### config.mk
export PLATFORM = sky130hd
export DESIGN_NAME = tcf_key_unit
export DESIGN_NICKNAME = d
export VERILOG_FILES = /design/src/tcf_pkg.sv /design/src/tcf_key_unit.sv
export SDC_FILE = /design/constraint.sdc
export NUM_CORES = 1
export LEC_CHECK = 0
export ABC_CLOCK_PERIOD_IN_PS = 2900
export BUFFER_PORTS_ARGS = -buffer_cell sky130_fd_sc_hd__clkbuf_2
export CAP_MARGIN = 10
export CORE_MARGIN = 5
export CORE_UTILIZATION = 35
export DETAILED_ROUTE_END_ITERATION = 12
export PLACE_DENSITY_LB_ADDON = 0.15
export SLEW_MARGIN = 20
export SYNTH_ARGS = -nofsm -noshare
export SYNTH_HDL_FRONTEND = slang
export SYNTH_SLANG_ARGS = --single-unit
### constraint.sdc
create_clock -name clk -period 2.9 [get_ports clk]
set_clock_uncertainty 0.05 [all_clocks]
set_input_delay 0.725 -clock clk [delete_from_list [all_inputs] [get_ports clk]]
set_output_delay 0.725 -clock clk [all_outputs]
set_load 0.03 [all_outputs]
### src/tcf_pkg.sv
// ---------------------------------------------------------------------------
// tcf_pkg: shared types and constants of the connection-tracking firewall
// Payload structs, outcome and phase codes, register indexes, table size.
// ---------------------------------------------------------------------------
package tcf_pkg;

	localparam logic [7:0] PROTO_TCP = 8'd6;
	localparam logic [31:0] DEFAULT_PREFIX = 32'h0a000000;
	localparam logic [31:0] DEFAULT_PREFIX_MASK = 32'hff000000;

	// Number of sets in the flow table. The set index is taken as the low bits
	// of the key fold, so this stays a power of two.
	localparam int TABLE_SETS = 1024;

	localparam logic [0:0] REG_PREFIX = 1'b0;
	localparam logic [0:0] REG_PREFIX_MASK = 1'b1;

	localparam logic [2:0] OUT_UNTRACKED = 3'd0;
	localparam logic [2:0] OUT_RESET = 3'd1;
	localparam logic [2:0] OUT_FIN = 3'd2;
	localparam logic [2:0] OUT_ESTAB = 3'd3;
	localparam logic [2:0] OUT_REFRESH = 3'd4;
	localparam logic [2:0] OUT_NEW = 3'd5;
	localparam logic [2:0] OUT_DROP = 3'd6;

	localparam logic [1:0] PH_NONE = 2'd0;
	localparam logic [1:0] PH_SYN = 2'd1;
	localparam logic [1:0] PH_ESTAB = 2'd2;
	localparam logic [1:0] PH_CLOSE = 2'd3;

	typedef struct packed {
		logic        header_ok;
		logic [7:0]  protocol;
		logic [31:0] source_address;
		logic [31:0] dest_address;
		logic [15:0] source_port;
		logic [15:0] dest_port;
		logic        flag_syn;
		logic        flag_ack;
		logic        flag_fin;
		logic        flag_rst;
		logic [63:0] arrival_time;
	} pkt_in_t;

	typedef struct packed {
		logic       verdict;
		logic [2:0] outcome;
		logic [1:0] flow_phase;
	} pkt_out_t;

endpackage

### src/tcf_key_unit.sv
// ---------------------------------------------------------------------------
// tcf_key_unit: canonical key and set index
// Registers the canonical endpoint order, the port pair and the set index.
// ---------------------------------------------------------------------------
module tcf_key_unit
	import tcf_pkg::*;
#(
	parameter int SET_W = 10
) (
	input  logic              clk,
	input  logic              load,
	input  pkt_in_t           pkt,
	output logic [31:0]       lo_q,
	output logic [31:0]       hi_q,
	output logic [31:0]       pp_q,
	output logic [SET_W-1:0]  set_q
);
	logic [47:0] ea, eb;
	logic [31:0] lo, hi, pp, x;
	logic [15:0] fold;

	always_comb begin
		ea = {pkt.source_address, pkt.source_port};
		eb = {pkt.dest_address, pkt.dest_port};
		if (ea <= eb) begin
			lo = pkt.source_address;
			hi = pkt.dest_address;
			pp = {pkt.source_port, pkt.dest_port};
		end else begin
			lo = pkt.dest_address;
			hi = pkt.source_address;
			pp = {pkt.dest_port, pkt.source_port};
		end
		x = lo ^ hi ^ pp;
		fold = x[31:16] ^ x[15:0];
	end

	always_ff @(posedge clk) begin
		if (load) begin
			lo_q <= lo;
			hi_q <= hi;
			pp_q <= pp;
			set_q <= SET_W'(32'(fold) % 32'(1 << SET_W));
		end
	end
endmodule

Word-level counts from Yosys, hierarchy flattened
Index checks and enable logic that the tools add are counted.
{ "op_classes": {"magnitude_cmp": 1, "muxes": 3, "n_bitwise": 3} }
{ "op_table": {"columns": ["op", "count"], "rows": [
  ["32-bit 2-to-1 mux", 3],
  ["26-bit bitwise XOR", 2],
  ["48-bit less-or-equal comparator", 1],
  ["10-bit bitwise XOR", 1]
]} }
{ "word_totals": {"reg_bits": 106, "out_inout_bits": 106, "word_cells": 11} }

Depth between registers and ports, before layout
Gate-level depths: netlist (run 1).
{ "depth": {"depth_word": 5, "mapped_depth": 11, "mapped_depth_nobuf": 9} }

Worst setup path before layout (run 1)
Ideal clock, no wire load.
{ "synth_path": {"path_type": "input to register", "from": "in pkt[119] in the netlist's numbering", "to": "reg hi_q[22], data pin", "setup_time_ns": 0.260, "arrival_ns": 2.584, "path_slack_ns": 0.006, "cell_stages": 11, "path_buffers": 2, "cell_sequence": "inv_1 ha_1 a21oi_1 o21ai_1 a22oi_1 o211ai_1 nor4_2 a21oi_2 buf_6 buf_6 mux2_4"} }
{ "synth_between": {"elab_chain_cells": 2} }
{ "synth_lines": {"columns": ["item", "line", "text"], "rows": [
  ["start: declaration", "tcf_key_unit.sv:12", "input pkt_in_t pkt,"],
  ["48-bit less-or-equal comparator", "tcf_key_unit.sv:25", "if (ea <= eb) begin"],
  ["32-bit 2-to-1 mux", "tcf_key_unit.sv:25", null],
  ["via hi[22]", "tcf_key_unit.sv:19", "logic [31:0] lo, hi, pp, x;"],
  ["end signal: assignment", "tcf_key_unit.sv:41", "hi_q <= hi;"],
  ["end: declaration", "tcf_key_unit.sv:14", "output logic [31:0] hi_q,"]
]} }
The timed path passes the listed nets, and every way through them passes these cells.
A chain may end at the register's enable or synchronous reset.

Worst setup path after layout (run 1)
{ "layout_path": {"from": "in pkt[120] in the netlist's numbering", "to": "reg lo_q[6], data pin"} }
{ "layout_between": {"elab_chain_cells": 2} }
{ "layout_lines": {"columns": ["item", "line", "text"], "rows": [
  ["48-bit less-or-equal comparator", "tcf_key_unit.sv:25", null],
  ["32-bit 2-to-1 mux", "tcf_key_unit.sv:25", null],
  ["via lo[6]", "tcf_key_unit.sv:19", null],
  ["end signal: assignment", "tcf_key_unit.sv:40", "lo_q <= lo;"],
  ["end: declaration", "tcf_key_unit.sv:13", "output logic [31:0] lo_q,"]
]} }
The timed path passes the listed nets, and every way through them passes these cells.

==> results of run 1 <==
[power groups by stage]
stage / logic [mW] / clock network [mW] / registers, mW
finish: 1.64 / 1.18 / 1.98
global route: 1.75 / 1.29 / 2.00
CTS: 1.53 / 1.23 / 1.99
detailed placement: 1.50 / 0 / 2.02
global placement: 1.48 / 0 / 2.01
floorplan: 0.539 / 0 / 2.41
[repair_timing]
item | 4_1_cts | 5_1_grt
cloned | 0 | 6
resized for setup | 6 | 74
pin swaps | 2 | 21
setup buffers | 3 | 2
setup endpoints to repair | 96 | 96
[layout by cell type, fill, tap and decap left out, types with 3 or more instances in the layout]
cell,n
mux2_4,40
nor3_1,3
clkbuf_2,187
clkbuf_16,13
buf_4,104
a21oi_2,6
ha_1,33
nand3_1,6
buf_12,5
nor2_1,5
buf_6,14
ha_4,15
inv_2,8
inv_4,4
edfxtp_1,106
nand4_1,10
nand2_1,13
a21oi_1,14
mux2_2,56
xor2_1,10
xnor2_1,20
o21ai_0,3
inv_1,37
[state kept, by name (all words and copies together), names as in the netlist]
name and count:
set_q 10, hi_q 32, lo_q 32, pp_q 32
[logic make-up after synthesis]
group / synth area share [%]
XOR/XNOR: 4.40
flip-flops: 53.3
AO/OA/AOI/OAI: 3.48
buffers and inverters: 4.45
multiplexers: 20.8
adder cells (fa/ha/maj): 10.1
AND/OR/NAND/NOR: 3.46
[final cells by class]
type                            instances  area share (%)
Clock inverter                          5           0.537
Timing Repair Buffer                  319            24.3
Sequential cell                       106            36.0
Inverter                               49            2.19
Multi-Input combinational cell        251            31.3
Clock buffer                            9            2.54
Tap cell                              220            3.11
[routing by layer]
| layer | global-route usage (%) | up-vias | part of all wire, % |
|---|---|---|---|
| met4 | 5.10 | 0 | 1.5 |
| met5 | 0 | - | 0 |
| met1 | 17.1 | 2077 | 39 |
| met3 | 4.64 | 16 | 7.7 |
| li1 | - | 2182 | - |
| met2 | 27.1 | 127 | 52 |
[through the flow]
step,area [sq um],setup TNS (ps)
5_1_grt,8850,-6970
4_1_cts,8390,-1360
3_3_place_gp,8050,-56960
2_1_floorplan,5970,0
6_report,8850,-403
3_5_place_dp,8050,-55690
[how the worst max path moves through the flow]
stage                        start  endpoint  cells after the start  slack, ps
after CTS                 pkt[130]   lo_q[9]                     14        -40
after global routing      pkt[130]   lo_q[2]                     14       -100
final                     pkt[120]   lo_q[6]                     13        -30
after global placement    pkt[130]  lo_q[13]                     12       -620
after floorplan           pkt[119]  hi_q[22]                     11          6
after detailed placement  pkt[130]  lo_q[12]                     12       -610
==> impl_metrics.tcl, run 1 <==
set metrics [dict create \
    fin_crit_ps 2930 \
    crit_arrival_ps 2970 \
    synthTopCellsByCount "edfxtp_1 (106), mux2_2 (56), inv_1 (49)" \
    hold_violations 0 \
    finalCritPeriodShare_pct 101 \
    internal_power_mw 3.32 \
    synth_area_leaders "edfxtp_1 (53%), mux2_2 (11%), ha_1 (10%), mux2_4 (10%), inv_1 (3.1%)" \
    grt_pass1_wl_microns 23400 \
    slew_violations 0 \
    clock_power_share_pct 24.5 \
    die_w_microns 141 \
    gp_congestion 0.751 \
    worstPathRequired_ps 2950 \
    die_h_microns 141 \
    fin_nets 959 \
    yosys_most_used_dff "edfxtp_1" \
    post-route-drc-count 0 \
    hold_path.class "in -> reg" \
    tightest_slew_ps 608 \
    num_rows 47 \
    slowest_stage "nor4_4" \
    antenna_left 0 \
    boundaryPins 281 \
    setup_viol 46 \
    ys_async_sr_fraction_pct 0 \
    regArea_sq_mm 0.00318 \
    power_mw 4.80 \
    finish.utilization_pct 53.2 \
    htreeDepth 3 \
    worst-path-buf-inv 5 \
    status "finished with violations" \
    rsz0062_at_grt "true" \
    yosysTopAreaCellShare_pct 53.3 \
    place.port_buffers 203 \
    wl_microns 16000 \
    crit_path_max_incr_delay_ps 350 \
    ys_warn_count 0 \
    synth_cell_types 27 \
    avgSynthCellArea_sq_um 14.3 \
    p_seq_share_pct 41.4 \
    dp_cells 934 \
    pwr-share-comb_pct 34.1 \
    grt_use_total_pct 15.1 \
    clk_pin_slew_worst_paths_ps 70 \
    wl_per_cell_microns 16.7 \
    cts_tree "yes" \
    synthesis.nets 639 \
    pre_cts_slack_ps -615 \
    path_cells "clkbuf_2 > inv_1 > ha_4 > nand4_1 > nor3_1 > a22oi_1 > o211ai_1 > buf_4 > nor4_4 > a21oi_4 > buf_12 > clkbuf_16 > mux2_4" \
    grt_pass1_vias 4609 \
    yosysTopAreaCell "edfxtp_1" \
    whs_ps 639 \
    area_growth_pct 48.3 \
    worstHoldEndpoint "hi_q[29]" \
    power_density_mw_per_mm2 542 \
    slew_headroom_pct 59.5 \
    synth_edf_count 106 \
    synth.most_common_cell "edfxtp_1" \
    crit_fanout 7 \
    critPathTopFamily "buffers and inverters" \
    violations "negative setup slack" \
    num_vias 4402 \
    start_util_pct 35.9 \
    layout-drive-gt1-share_pct 63.2 \
    fillCellCount 1488 \
    final.setup.worst_slack_ps -25.3 \
    clock-root-buffer "clkbuf_16" \
    p_leak_nw 4.01 \
    ys_seq_elements 106 \
    viasPerCell 4.59 \
    p_switching_mw 1.47 \
    cts_made_buffers 9 \
    coreArea_sq_mm 0.0166 \
    antenna_found_initial 0 \
    grt_max_degree 43 \
    cts.path.max_buffers 2 \
    hold_depth 2 \
    insertedDiodeCount 0 \
    multi_input_area_sq_mm 0.00277 \
    switching_share_pct 30.7 \
    cp-start-kind "input port" \
    overflow 0 \
    min_from "pkt[161]" \
    ir_drop_mv 0.258 \
    die-area_sq_mm 0.0198 \
    detail_route.iter0.violations 143 \
    synthCells 416 \
    numClockSinks 106 \
    drt-pass1-iter-count 4 \
    post_layout_nonfiller_instances 959 \
    synth_area_sq_mm 0.00597 \
    end_kind "flip-flop" \
    dp_hpwl_microns 12300 \
    cts_hold_buf 0 \
    clock.fmax_mhz 342 \
    maxCapViolations 0 \
    ys_seq_area_share_pct 53.3 \
    crit_type "in -> reg" \
]
Power figures use the tool's default switching activity.
==> run 2, diff against run 1 <==
--- a/config.mk
+++ b/config.mk
@@ -5,9 +5,11 @@
 export SDC_FILE = /design/constraint.sdc
 export NUM_CORES = 1
 export LEC_CHECK = 0
+export ABC_AREA = 1
 export ABC_CLOCK_PERIOD_IN_PS = 2900
 export BUFFER_PORTS_ARGS = -buffer_cell sky130_fd_sc_hd__clkbuf_2
 export CAP_MARGIN = 10
+export CORE_ASPECT_RATIO = 0.7
 export CORE_MARGIN = 5
 export CORE_UTILIZATION = 35
 export DETAILED_ROUTE_END_ITERATION = 12
==> constraint.sdc (replaced) <==
create_clock -name clk -period 2.9 [get_ports clk]
set_clock_uncertainty 0.05 [all_clocks]
set_input_delay 0.725 -clock clk [delete_from_list [all_inputs] [get_ports clk]]
set_output_delay 0.725 -clock clk [all_outputs]
set_load 0.02 [all_outputs]
==> run 2 against run 1 <==
Against the previous run:
- the flow now finishes without violations
- utilization is 7.6 points lower
- synthesized cell count grew 62%
- largest cell class unchanged
- critical path depth fell by 1
- highest routed layer unchanged
- non-clock buffer count down 97
- routed wire length up 7.0%
- sequential power about the same
- global-route usage grew 1.4 points
- clock-buffer cell count increased by 3
==> impl_metrics.tcl, run 2 <==
set metrics [dict create \
    finalCritPeriodShare_pct 89.5 \
    largestRegisters "hi_q: 32 flops, lo_q: 32 flops, pp_q: 32 flops" \
    fin_area_sq_mm 0.00786 \
    die-area_sq_mm 0.0204 \
    layout-drive-gt1-share_pct 27.0 \
    postCtsSetupBuffers 0 \
    overflow 0 \
    power_density_mw_per_mm2 574 \
    whs_ps 622 \
    cp-start-kind "input port" \
    cp_common_cell "nand2_1" \
    grt_use_total_pct 16.6 \
    grt_pass1_vias 4820 \
    synthCells 675 \
    ys_async_sr_fraction_pct 0 \
    synthesis.nets 898 \
    numClockSinks 106 \
    rsz0062_at_grt "false" \
    yosys_most_used_dff "edfxtp_1" \
    fillCellCount 1708 \
    die_h_microns 121 \
    grt_max_degree 60 \
    cts-resized-gates 0 \
    viasPerCell 4.65 \
    synth_edf_count 106 \
    tightest_slew_ps 402 \
    synthTopCellsByCount "nand2_1 (244), edfxtp_1 (106), nand3_1 (101)" \
    die_w_microns 169 \
    regArea_sq_mm 0.00318 \
    fin_crit_ps 2600 \
    status "finished, final reports clean" \
    wl_per_cell_microns 15.4 \
    cts_hold_buf 0 \
    fin_nets 1101 \
    p_leak_nw 4.00 \
    min_from "pkt[78]" \
    hold_path.class "in -> reg" \
    synth.most_common_cell "nand2_1" \
    maxCapViolations 0 \
    pre_cts_slack_ps -131 \
    num_rows 40 \
    antenna_left 0 \
    dp_cells 1098 \
    cts.path.max_buffers 2 \
    synth_area_sq_mm 0.00617 \
    antenna_found_initial 0 \
    area_growth_pct 27.3 \
    multi_input_area_sq_mm 0.00258 \
    setup.worst_path.start "pkt[131]" \
    ys_warn_count 0 \
    endpoint "pp_q[16]" \
    synth_cell_types 22 \
    clock-root-buffer "clkbuf_16" \
    avgSynthCellArea_sq_um 9.14 \
    coreArea_sq_mm 0.0172 \
    slew_violations 0 \
    path_cells "clkbuf_2 > inv_1 > ha_1 > nand2_1 > nor2_1 > and2_1 > nor4b_2 > nand3_4 > nand2_4 > buf_12 > nand2_1 > nand2_1" \
    place.port_buffers 203 \
    boundaryPins 281 \
    ys_seq_area_share_pct 51.6 \
    crit_type "in -> reg" \
    setup_viol 0 \
    finish.utilization_pct 45.6 \
    grt_pass1_wl_microns 26500 \
    htreeDepth 3 \
    placed_cell_area_sq_mm 0.00755 \
    slew_headroom_pct 73.2 \
    num_vias 5173 \
    wl_microns 17100 \
    post-route-drc-count 0 \
    yosysTopAreaCell "edfxtp_1" \
    ys_seq_elements 106 \
    final_cell_mix "nand2_1 (244), clkbuf_2 (202), edfxtp_1 (106)" \
    final.setup.worst_slack_ps 303 \
    synth_area_leaders "edfxtp_1 (52%), nand2_1 (15%), ha_1 (9.7%), nand3_1 (8.2%), inv_1 (3.8%)" \
    cts_tree "yes" \
    yosysTopAreaCellShare_pct 51.6 \
    slowest_stage "nor4b_2" \
    cts_made_buffers 9 \
    post_layout_nonfiller_instances 1113 \
    clk_pin_slew_worst_paths_ps 70 \
    gp_congestion 0.745 \
    ir_drop_mv 0.258 \
    clock.fmax_mhz 385 \
    worstPathRequired_ps 3080 \
    crit_path_max_incr_delay_ps 330 \
    detail_route.iter0.violations 414 \
    hold_violations 0 \
    dp_hpwl_microns 12800 \
    end_kind "flip-flop" \
    crit_arrival_ps 2770 \
    start_util_pct 35.8 \
    drt-pass1-iter-count 5 \
    layout_commonest_cell "nand2_1" \
    insertedDiodeCount 0 \
    crit_fanout 37 \
]
run 2: worst max-delay path: cells and delay by family:
family,cells,cell delay [ps]
adders and majority gates,1,280
buffers and inverters,3,360
and+or+nand+nor,8,1390
run 2: logic make-up after synthesis:
group	after synthesis	synth area share, %
adder cells (fa/ha/maj)	48	9.73
AND/OR/NAND/NOR	373	25.4
flip-flops	106	51.6
XOR/XNOR	30	4.26
AO/OA/AOI/OAI	25	2.11
buffers and inverters	93	6.87
run 2: routing by layer:
layer | global-route usage (%) | wire (microns) | vias to the layer above
li1 | - | - | 2654
met1 | 24.2 | 8390 | 2360
met2 | 23.9 | 7160 | 151
met3 | 5.80 | 1440 | 8
met4 | 2.89 | 103 | 0
met5 | 0 | 0 | -
run 2: layout make-up:
class                           count  area share [%]
Clock inverter                      3           0.828
Timing Repair Buffer              222            16.1
Sequential cell                   106            40.5
Tap cell                          231            3.68
Multi-Input combinational cell    476            32.9
Inverter                           63            3.01
Clock buffer                       12            3.01
run 2: through the flow:
stage	power [mW]	TNS [ps]
after floorplan	2.78	0
after global placement	3.25	-9580
after detailed placement	3.26	-9120
after CTS	4.56	0
after global routing	4.75	0
final	4.51	0
run 2: power by group:
| group | internal, mW | total, mW | switching [mW] |
|---|---|---|---|
| Combinational | 0.424 | 1.21 | 0.784 |
| Sequential | 1.95 | 2.00 | 0.0584 |
| Clock | 0.753 | 1.29 | 0.542 |
| Total | 3.12 | 4.51 | 1.38 |
run 2: worst min-delay path by stage:
stage | to | depth (start not counted)
after floorplan | hi_q[0] | 0
after CTS | hi_q[2] | 3
after global placement | hi_q[12] | 3
after global routing | pp_q[29] | 3
after detailed placement | hi_q[2] | 3
final | pp_q[10] | 3
==> run 3, diff against run 2 <==
--- a/config.mk
+++ b/config.mk
@@ -14,6 +14,7 @@
 export CORE_UTILIZATION = 35
 export DETAILED_ROUTE_END_ITERATION = 12
 export PLACE_DENSITY_LB_ADDON = 0.15
+export RECOVER_POWER = 25
 export SLEW_MARGIN = 20
 export SYNTH_ARGS = -nofsm -noshare
 export SYNTH_HDL_FRONTEND = slang
==> run 3 against run 2 <==
Against the previous run:
- the flow now finishes with violations (max-capacitance violations, max-slew violations)
- global-route usage unchanged
- power about the same
- utilization barely moved
- sequential share of layout area barely moved
- flip-flop and latch count did not move
- hold slack about the same
- largest power group unchanged
==> impl_metrics.tcl, run 3 (synthesis gave the netlist of run 2 again) <==
set metrics [dict create \
    coreArea_sq_mm 0.0172 \
    antenna_found_initial 0 \
    clk_pin_slew_worst_paths_ps 70 \
    final_cell_mix "nand2_1 (244), clkbuf_2 (202), edfxtp_1 (106)" \
    boundaryPins 281 \
    detail_route.iter0.violations 414 \
    grt_pass1_wl_microns 26500 \
    slew_violations 25 \
    cts-resized-gates 0 \
    rsz0062_at_grt "false" \
    fin_nets 1101 \
    postCtsSetupBuffers 0 \
    layout-drive-gt1-share_pct 26.9 \
    grt_pass1_vias 4820 \
    pre_cts_slack_ps -131 \
    numClockSinks 106 \
    place.port_buffers 203 \
    num_rows 40 \
    die_w_microns 169 \
    violations "max-capacitance violations, max-slew violations" \
    slew_headroom_pct -3.80 \
    cts_made_buffers 9 \
    wl_per_cell_microns 15.4 \
    overflow 0 \
    cts_hold_buf 0 \
    area_growth_pct 27.2 \
    dp_hpwl_microns 12800 \
    grt_max_degree 60 \
    cts_tree "yes" \
    crit_path_max_incr_delay_ps 330 \
    end_kind "flip-flop" \
    p_switching_mw 1.38 \
    crit_type "in -> reg" \
    ir_drop_mv 0.255 \
    die_h_microns 121 \
    clock.fmax_mhz 386 \
    clock_power_share_pct 28.7 \
    totalNegativeSetupSlack_ps 0 \
    p_leak_nw 4.00 \
    drt-pass1-iter-count 5 \
    path_cells "clkbuf_2 > inv_1 > ha_1 > nand2_1 > nor2_1 > and2_1 > nor4b_2 > nand3_4 > nand2_4 > buf_12 > nand2_1 > nand2_1" \
    crit_arrival_ps 2760 \
    layout_commonest_cell "nand2_1" \
    worst-path-buf-inv 3 \
    cp_common_cell "nand2_1" \
    internal_power_mw 3.12 \
    setup_viol 0 \
    viasPerCell 4.66 \
    critPathTopFamily "simple AND/OR/NAND/NOR gates" \
    htreeDepth 3 \
    start_util_pct 35.8 \
    pwr-share-comb_pct 26.8 \
    cp-start-kind "input port" \
    maxCapViolations 1 \
    antenna_left 0 \
    insertedDiodeCount 0 \
    num_vias 5185 \
    crit_fanout 37 \
    gp_congestion 0.745 \
    finalCritPeriodShare_pct 89.3 \
    fin_crit_ps 2590 \
    tightest_slew_ps 1560 \
    status "finished with violations" \
    cts.path.max_buffers 2 \
    largestRegisters "hi_q: 32 flops, lo_q: 32 flops, pp_q: 32 flops" \
    die-area_sq_mm 0.0204 \
    p_seq_share_pct 44.5 \
    slowest_stage "nor4b_2" \
    hold_path.class "in -> reg" \
    worstPathRequired_ps 3070 \
    power_density_mw_per_mm2 574 \
    switching_share_pct 30.7 \
    post-route-drc-count 0 \
    wl_microns 17100 \
    grt_use_total_pct 16.6 \
    clock-root-buffer "clkbuf_16" \
    final.setup.worst_slack_ps 309 \
    hold_violations 0 \
]
==> run 3: changes by cell type in the layout (fill, tap and decap cells not counted) <==
cell / delta
buf_4: -1
clkbuf_1: +1
==> run 3: metrics by stage <==
step	power, mW	area [sq um]	utilization [%]	cells	hold WS (ps)
final	4.50	7850	45.6	1113	622
after global placement	3.25	7550	43.9	1098	978
after global routing	4.75	7850	45.6	1113	620
after floorplan	2.78	6170	-	675	787
after detailed placement	3.26	7550	43.9	1098	980
after CTS	4.56	7860	45.6	1113	609
==> run 3: power groups by stage <==
stage          Sequential (mW)  Clock, mW  Combinational, mW
2_1_floorplan             2.29          0              0.484
3_3_place_gp              2.04          0               1.22
3_5_place_dp              2.04          0               1.23
4_1_cts                   2.01       1.33               1.23
5_1_grt                   2.02       1.38               1.34
6_report                  2.00       1.29               1.21
==> run 3: routing by layer <==
metal	part of all wire, %	global-route usage (%)
met1	49	24.2
met4	0.61	2.89
met5	0	0
met3	8.6	5.80
met2	42	23.9
==> run 3: worst paths after layout <==
path / from / end / cells after the start
max: pkt[131] / pp_q[16] / 12
min: pkt[78] / pp_q[10] / 3
==> run 3: final cells by class <==
type | count | area, sq um
multi-input cells | 476 | 2580
well taps | 231 | 289
inverters | 63 | 236
clock buffers | 12 | 236
flip-flops and latches | 106 | 3180
repair buffers | 222 | 1260
fillers | 1708 | 9370
clock inverters | 3 | 65.1
